**src/hdl/atcg_pkg.sv**
```systemverilog
// shared types, codes and lookup functions of the terminal cell grid engine
package atcg_pkg;

	// default geometry
	localparam int ROWS_DEF       = 25;
	localparam int COLS_DEF       = 80;
	localparam int MAX_PARAMS_DEF = 8;

	// field widths of the stream payload
	localparam int ROW_FW  = 5;
	localparam int COL_FW  = 7;
	localparam int BYTE_W  = 8;
	localparam int IN_DW   = 24;
	localparam int OUT_DW  = 32;

	// control and special bytes
	localparam logic [7:0] ESC_CODE   = 8'h1B;
	localparam logic [7:0] SO_CODE    = 8'h0E;
	localparam logic [7:0] SI_CODE    = 8'h0F;
	localparam logic [7:0] BS_CODE    = 8'h08;
	localparam logic [7:0] HT_CODE    = 8'h09;
	localparam logic [7:0] LF_CODE    = 8'h0A;
	localparam logic [7:0] CR_CODE    = 8'h0D;
	localparam logic [7:0] SPACE_CODE = 8'h20;
	localparam logic [7:0] RESET_ATTR = 8'h07;
	localparam logic [7:0] INV_BIT    = 8'h80;

	// parser states
	localparam logic [1:0] PS_GROUND = 2'd0;
	localparam logic [1:0] PS_ESC    = 2'd1;
	localparam logic [1:0] PS_CSI    = 2'd2;
	localparam logic [1:0] PS_DESIG  = 2'd3;

	// charset bit positions
	localparam int CS_G0_GFX    = 0;
	localparam int CS_G1_GFX    = 1;
	localparam int CS_G1_ACTIVE = 2;
	localparam int CS_TARGET_G1 = 3;

	// one classified input transaction
	typedef struct packed {
		logic       cmd;
		logic [7:0] data;
		logic       rd_ok;
		logic       is_digit;
		logic       is_final;
	} item_t;

	// control from the back part to the front part
	typedef struct packed {
		logic pop;
		logic clearing;
	} ctl_t;

	// ansi colour index to attribute colour
	function automatic logic [2:0] colour_map(input logic [2:0] i);
		logic [2:0] r;
		case (i)
			3'd0: r = 3'd0;
			3'd1: r = 3'd4;
			3'd2: r = 3'd2;
			3'd3: r = 3'd6;
			3'd4: r = 3'd1;
			3'd5: r = 3'd5;
			3'd6: r = 3'd3;
			default: r = 3'd7;
		endcase
		return r;
	endfunction

	// line drawing glyphs of the special graphics set
	function automatic logic [7:0] glyph_map(input logic [7:0] b, input logic gfx);
		logic [7:0] r;
		r = b;
		if (gfx) begin
			case (b)
				"q": r = 8'h80;
				"x": r = 8'h81;
				"l": r = 8'h82;
				"k": r = 8'h83;
				"m": r = 8'h84;
				"j": r = 8'h85;
				"t": r = 8'h86;
				"u": r = 8'h87;
				"v": r = 8'h88;
				"w": r = 8'h89;
				"n": r = 8'h8A;
				default: r = b;
			endcase
		end
		return r;
	endfunction

	// one graphic rendition parameter applied to an attribute
	function automatic logic [7:0] sgr_apply(input logic [7:0] a, input logic [15:0] p);
		logic [7:0]  r;
		logic [15:0] o30;
		logic [15:0] o40;
		logic [15:0] o90;
		r   = a;
		o30 = p - 16'd30;
		o40 = p - 16'd40;
		o90 = p - 16'd90;
		if (p == 16'd0) r = RESET_ATTR;
		else if (p == 16'd1) r = a | 8'h08;
		else if (p == 16'd7) r = a | INV_BIT;
		else if (p == 16'd27) r = a & ~INV_BIT;
		else if (p >= 16'd30 && p <= 16'd37) r = (a & 8'hF8) | {5'd0, colour_map(o30[2:0])};
		else if (p >= 16'd40 && p <= 16'd47)
			r = (a & 8'h8F) | {1'b0, colour_map(o40[2:0]), 4'd0};
		else if (p >= 16'd90 && p <= 16'd97)
			r = (a & 8'hF0) | {5'd0, colour_map(o90[2:0])} | 8'h08;
		return r;
	endfunction

endpackage

```
**src/hdl/atcg_front.sv**
```systemverilog
// front part: accepts, classifies and queues input transactions
module atcg_front #(
	parameter int ROWS = atcg_pkg::ROWS_DEF,
	parameter int COLS = atcg_pkg::COLS_DEF
) (
	input  logic                            clk,
	input  logic                            arst_n,
	input  logic                            s_tvalid,
	output logic                            s_tready,
	input  logic [atcg_pkg::IN_DW-1:0]      s_tdata,
	input  logic                            s_tuser,
	input  atcg_pkg::ctl_t                  ctl,
	output logic                            q_valid,
	output atcg_pkg::item_t                 q_item,
	output logic [$clog2(ROWS*COLS)-1:0]    q_addr
);
	import atcg_pkg::*;

	localparam int AW = $clog2(ROWS*COLS);

	item_t          in_item;
	logic [AW-1:0]  in_addr;
	logic [7:0]     in_byte;
	logic [4:0]     in_row;
	logic [6:0]     in_col;
	logic           push;
	item_t          item_q [2];
	logic [AW-1:0]  addr_q [2];
	logic           wp_q;
	logic           rp_q;
	logic [1:0]     cnt_q;

	// classify the incoming byte and precompute the cell address
	always_comb begin
		in_byte          = s_tdata[7:0];
		in_row           = s_tdata[12:8];
		in_col           = s_tdata[19:13];
		in_item.cmd      = s_tuser;
		in_item.data     = in_byte;
		in_item.rd_ok    = (32'(in_row) < 32'(ROWS)) && (32'(in_col) < 32'(COLS));
		in_item.is_digit = in_byte inside {[8'h30:8'h39]};
		in_item.is_final = in_byte inside {[8'h40:8'h7E]};
		in_addr          = AW'(32'(in_row) * 32'(COLS) + 32'(in_col));
	end

	assign s_tready = (cnt_q != 2'd2) && !ctl.clearing;
	assign push     = s_tvalid && s_tready;
	assign q_valid  = (cnt_q != 2'd0);
	assign q_item   = item_q[rp_q];
	assign q_addr   = addr_q[rp_q];

	// queue pointers and fill count
	always_ff @(posedge clk or negedge arst_n) begin
		if (!arst_n) begin
			wp_q  <= 1'b0;
			rp_q  <= 1'b0;
			cnt_q <= 2'd0;
		end else begin
			if (push) wp_q <= ~wp_q;
			if (ctl.pop) rp_q <= ~rp_q;
			case ({push, ctl.pop})
				2'b10:   cnt_q <= cnt_q + 2'd1;
				2'b01:   cnt_q <= cnt_q - 2'd1;
				default: cnt_q <= cnt_q;
			endcase
		end
	end

	// queue payload
	always_ff @(posedge clk) begin
		if (push) begin
			item_q[wp_q] <= in_item;
			addr_q[wp_q] <= in_addr;
		end
	end

endmodule

```
**config.mk**
```make
export PLATFORM = sky130hd
export DESIGN_NAME = atcg_front
export DESIGN_NICKNAME = d
export VERILOG_FILES = /design/src/hdl/atcg_pkg.sv /design/src/hdl/atcg_front.sv
export SDC_FILE = /design/constraint.sdc
export NUM_CORES = 1
export LEC_CHECK = 0
export BUFFER_PORTS_ARGS = -buffer_cell sky130_fd_sc_hd__buf_2
export CAP_MARGIN = 20
export CORE_MARGIN = 1.5
export CORE_UTILIZATION = 56
export CTS_BUF_LIST = sky130_fd_sc_hd__clkbuf_16
export CTS_CLUSTER_DIAMETER = 50
export DETAILED_ROUTE_END_ITERATION = 10
export PLACE_DENSITY_LB_ADDON = 0.1
export SYNTH_ARGS = -nofsm -noshare
export SYNTH_HDL_FRONTEND = slang
export SYNTH_SLANG_ARGS = --single-unit
```
**constraint.sdc**
```tcl
create_clock -name clk -period 4 [get_ports clk]
set_clock_uncertainty 0.1 [all_clocks]
set_input_delay 0.4 -clock clk [delete_from_list [all_inputs] [get_ports clk]]
set_output_delay 0.4 -clock clk [all_outputs]
set_load 0.02 [all_outputs]
```
* After elaboration in Yosys (flattened, before gate mapping)
Memory sizes are Yosys's and may differ from the RTL's. Index checks and enable logic that the tools add are counted.
Storage, ports and cells: flip-flop bits (word level) 4, bits in writable memories 46, input bits 30, output and inout port bits 25, logic and storage cells 31, memories 2
Operators by class: add/subtract/negate cells 3, multipliers 1, order comparisons 6, equal/unequal tests 3, mux-type cells 3, bitwise logic cells 2, reductions and logical operators 8
Memory list:
- item_q | words 2, bits a word 12, read ports 1, clocked after Yosys merged registers in 0, write ports 1, RTL line atcg_front.sv:27 | item_t item_q [2];
- addr_q | words 2, bits a word 11, read ports 1, clocked after Yosys merged registers in 0, write ports 1, RTL line atcg_front.sv:28 | logic [AW-1:0] addr_q [2];
Operators with widths (count):
- adder 11 x 7 -> 11 bit | 1
- greater-or-equal comparator 8 x 6 -> 1 bit (second input constant) | 1
- greater-or-equal comparator 8 x 7 -> 1 bit (second input constant) | 1
- <= comparator 8 x 6 -> 1 bit (second input constant) | 1
- <= comparator 8 x 7 -> 1 bit (second input constant) | 1
- less-than comparator 7 bit (second input constant) | 1
- multiplier 5 x 3 -> 7 bit (second input constant) | 1
- logical AND 1 bit | 5
- less-than comparator 5 bit (second input constant) | 1
- one-hot mux 2 bit (2 select lines) | 1
- nonzero test 2 bit | 2
- adder 2 x 1 -> 2 bit (second input constant) | 1
- == test 2 x 1 -> 1 bit (second input constant) | 1
- == test 2 bit (second input constant) | 1
- two-way mux 1 bit | 2
- inequality test 2 bit (second input constant) | 1
- inverter 1 bit | 2
- subtractor 2 x 1 -> 2 bit (second input constant) | 1
- zero test 1 bit | 1

* Logic depth before layout (Yosys ltp)
depth after elaboration 5, depth in mapped cells 7, depth with buffers taken out 7

* Least setup slack after synthesis
OpenSTA, ideal clock, no wires.
path kind register to register, start point register cnt_q[0], end point memory addr_q[0][0] (netlist bit), enable pin, setup time 0.403 ns, data arrival time 2.043 ns, required time 3.497 ns, slack 1.454 ns, stages on the path, launching flop included 5, buffers on the path 0, clock period less this slack 2.546 ns, cells stage by stage dfrtp_1 > inv_1 > a21oi_1 > nand2_1 > nor2_1
On the way: word-level cells in the longest chain between the ends 5
Ends and longest elaborated chain:
- from (decl) | RTL line atcg_front.sv:31 | logic [1:0] cnt_q;
- from (signal assigned) | RTL line atcg_front.sv:62 | 2'b10: cnt_q <= cnt_q + 2'd1;
- from (signal assigned) | RTL line atcg_front.sv:63 | 2'b01: cnt_q <= cnt_q - 2'd1;
- from (signal assigned) | RTL line atcg_front.sv:64 | default: cnt_q <= cnt_q;
- inequality test 2 bit | RTL line atcg_front.sv:46 | assign s_tready = (cnt_q != 2'd2) && !ctl.clearing;
- logical AND 1 bit | RTL line atcg_front.sv:46
- net s_tready | RTL line atcg_front.sv:9 | output logic s_tready,
- logical AND 1 bit | RTL line atcg_front.sv:47 | assign push = s_tvalid && s_tready;
- two-way mux 1 bit | RTL line atcg_front.sv:71 | if (push) begin
- two-way mux 1 bit (implied by the code) | RTL line atcg_front.sv:73 | addr_q[wp_q] <= in_addr;
- to (decl) | RTL line atcg_front.sv:28
The timed path passes the listed nets, and every way through them passes these cells.

* Worst setup path after layout
start point register rp_q, end point output port q_addr[8]
On the way: word-level cells in the longest chain between the ends 1
Ends and longest elaborated chain:
- from (decl) | RTL line atcg_front.sv:30 | logic rp_q;
- from (signal assigned) | RTL line atcg_front.sv:60 | if (ctl.pop) rp_q <= ~rp_q;
- memory (2 x 11 bit)
- to (decl) | RTL line atcg_front.sv:15 | output logic [$clog2(ROWS*COLS)-1:0] q_addr
Every way passes these cells.

==> impl_results.md <==
- Post-Syn Area: between 0.002 and 0.0025 sq mm
- RSZ-0062 raised after global routing: no
- Pwr Density: roughly 640 mW/mm^2
- Antenna Nets Post-Route: 0
- CTS sink cnt: 50
- CP Max Fanout: 24
- Worst Hold Depth: 1
- DIE AREA: 0.00425 sq mm
- Rows: 22
- WL final: 3.48 mm
- Max stage delay on crit path: ~1.0 ns
- Seq/Total Area, Yosys: 0.684
- Min Tclk post-route: 2.42 ns
- Aggregate global routing overflow: 0
- Final period util: 0.605
- Largest net degree at the start of global routing: 25
- Die height: 65.2 um
- Critical Path RT: 3.50 ns
- Worst skew pair latency: 0.28 ns
- Crit start category: flop
- Mean Syn Cell Area: 17.3 sq um
- Power, Total: 1.71 mW
- Finish-stage setup viols: 0
- Port buffer count: 50
- Avg WL per Cell: 15.1 um
- First-pass GRT wire length: 5.60 mm
- DRC marker count from the first detailed-route iteration: 47
- Reg2Reg Depth: 5
- Layout cells sized above 1: 0.459
- Antenna violations before repair: 0
- CORE AREA: between 0.003 and 0.004 sq mm
- Worst hold path type: in2reg
- Cts repair resizes: 0
- R2R Setup Slk: 2.31 ns
- Final hold vios: 0
- Die width: 65.2 um
- All-Layer GR Usage: 0.180
- Synth Net Count: approximately 170
- WHS: 0.201 ns
- Clock transition at path regs: 0.06 ns
- Htree depth: 2
- Router iterations before antenna repair: 4
- RR Endpoint: addr_q[0][7]$_DFFE_PP_
- Top delay family on crit path: flip-flops
- Post-CTS Setup Inserts: 0
- Leak: 1.06 nW
- Worst Hold Path EP: item_q[1][11]$_DFFE_PP_
- Highest clock rate: 0.414 GHz
- Vias in the first global route: 1,273
- Clock Tree Root: clkbuf_16
- Synthesis-to-finish area growth: 23.6%
- Worst setup margin: about 1.6 ns
- # DRC: 0
- CP arrival: ~1.9 ns
- Slew @ Worst Pin: roughly 1.0 ns
- CP Buf/Inv Count: 1
- Final Slew Violations: 0
- Setup WS pre-CTS: around 1.5 ns
- Crit-path slowest cell: dfrtp_1
- Worst r2r src: cnt_q[0]$_DFFE_PN0P_
- MaxCap Viol Count: 0
- Ports: 55
- RePlAce Congestion: approximately 0.9
- Via density per instance: 5.26
- Peak supply drop: 0.476 mV
- Status: complete, no violations
- Nets: 224
- Crit. End Element: output pin
- Flip-flop and latch count after synthesis: 50
- Worst-path cell chain: mux2_2, buf_2
- Syn. warnings: 0
- Cell variety after synth: 22
- Slew HR: 0.302
- Clock buffer depth: 2
- Synth Instances: around 130
- Crit Path Category: reg2out
- Initial core utilization: 0.587
- Min-delay src: s_tuser
- # diodes: 0
- Setup TNS: 0 ns
- CTS tree: built
- CTS Buf Count: 5
- Vias: 1,216
## cell type report
class	count	area (sq um)
Fill cell	251	1010
Tap cell	48	60.1
Multi-Input combinational cell	71	668
Timing Repair Buffer	53	295
Clock buffer	5	125
Clock inverter	3	42.5
Sequential cell	50	1480
Inverter	1	3.75
## state kept, by name, indices dropped and copies added (netlist names)
signal  count
rp_q        1
cnt_q       2
addr_q     22
wp_q        1
item_q     24
## cells by family (layout without fill, tap and decap cells)
family | Yosys count | count (layout) | share of synthesized area
buf+inv | 4 | 62 | 0.00866
mux | 23 | 23 | 0.120
compound gates | 9 | 9 | 0.0260
simple gates | 15 | 15 | 0.0370
xor+xnor | 12 | 12 | 0.0485
flops | 50 | 50 | 0.684
fa+ha+maj | 12 | 12 | 0.0763
## cell usage in the layout (no fill, tap or decap)
master,count
nor2_1,3
edfxtp_1,46
nand4_1,1
clkinv_1,1
and3_1,1
nand4b_1,1
nor4b_1,1
dfrtp_1,4
buf_16,1
buf_4,1
bufinv_16,1
o21ai_0,2
inv_6,1
xor2_1,3
o311ai_0,1
clkbuf_16,5
dlygate4sd3_1,1
a21o_1,3
inv_1,1
a21oi_1,3
nor2_2,1
nor3b_1,1
ha_1,10
and2_1,1
buf_2,50
fa_1,2
or2_2,1
mux2_2,23
xnor2_1,9
nand2_1,4
## timing repair
item                                    4_1_cts  5_1_grt
hold buffers                                  1        0
hold endpoints to repair                      4        0
endpoints found under the setup margin        0        0
## Yosys cell counts, drive strengths merged
cell type  count  area [sq um]
xnor2          9          78.8
mux2          23           259
nand4          1          6.26
inv            1          3.75
xor2           3          26.3
edfxtp        46          1380
o21ai          2          10.0
nand2          4          15.0
o311ai         1          8.76
and2           1          6.26
or2            1          6.26
and3           1          6.26
a21o           3          22.5
nor4b          1          8.76
nand4b         1          8.76
fa             2          40.0
nor2           4          15.0
ha            10           125
buf            3          15.0
dfrtp          4           100
a21oi          3          15.0
nor3b          1          7.51
## report_power, final
part	internal [mW]	switching (mW)
logic	0.232	0.264
clock network	0.295	0.170
registers	0.668	0.0776
## how the worst max path moves through the flow
stage | startpoint | endpoint | slack (ns) | cells past startpoint
after floorplan | cnt_q[0]$_DFFE_PN0P_ | addr_q[0][0]$_DFFE_PP_ | 1.45 | 4
after global placement | s_tdata[9] | addr_q[0][10]$_DFFE_PP_ | 1.54 | 8
after detailed placement | s_tdata[9] | addr_q[1][10]$_DFFE_PP_ | 1.47 | 8
after CTS | rp_q$_DFFE_PN0P_ | q_addr[8] | 1.58 | 2
after global routing | rp_q$_DFFE_PN0P_ | q_addr[8] | 1.49 | 2
final | rp_q$_DFFE_PN0P_ | q_addr[8] | 1.58 | 2
## metrics by stage
stage | util | area [sq um] | instances
global route | 0.726 | 2680 | 231
global placement | 0.670 | 2470 | 221
finish | 0.726 | 2680 | 231
floorplan | - | 2170 | 125
CTS | 0.718 | 2650 | 230
detailed placement | 0.670 | 2470 | 221
## layer usage
metal  share of wire  track usage  vias to the layer above
met4           0.016       0.0547                        0
li1                -            -                      589
met1            0.41        0.201                      586
met3           0.055       0.0634                        6
met5               0            0                        -
met2            0.51        0.323                       35
(Power assumes the default switching activity.)
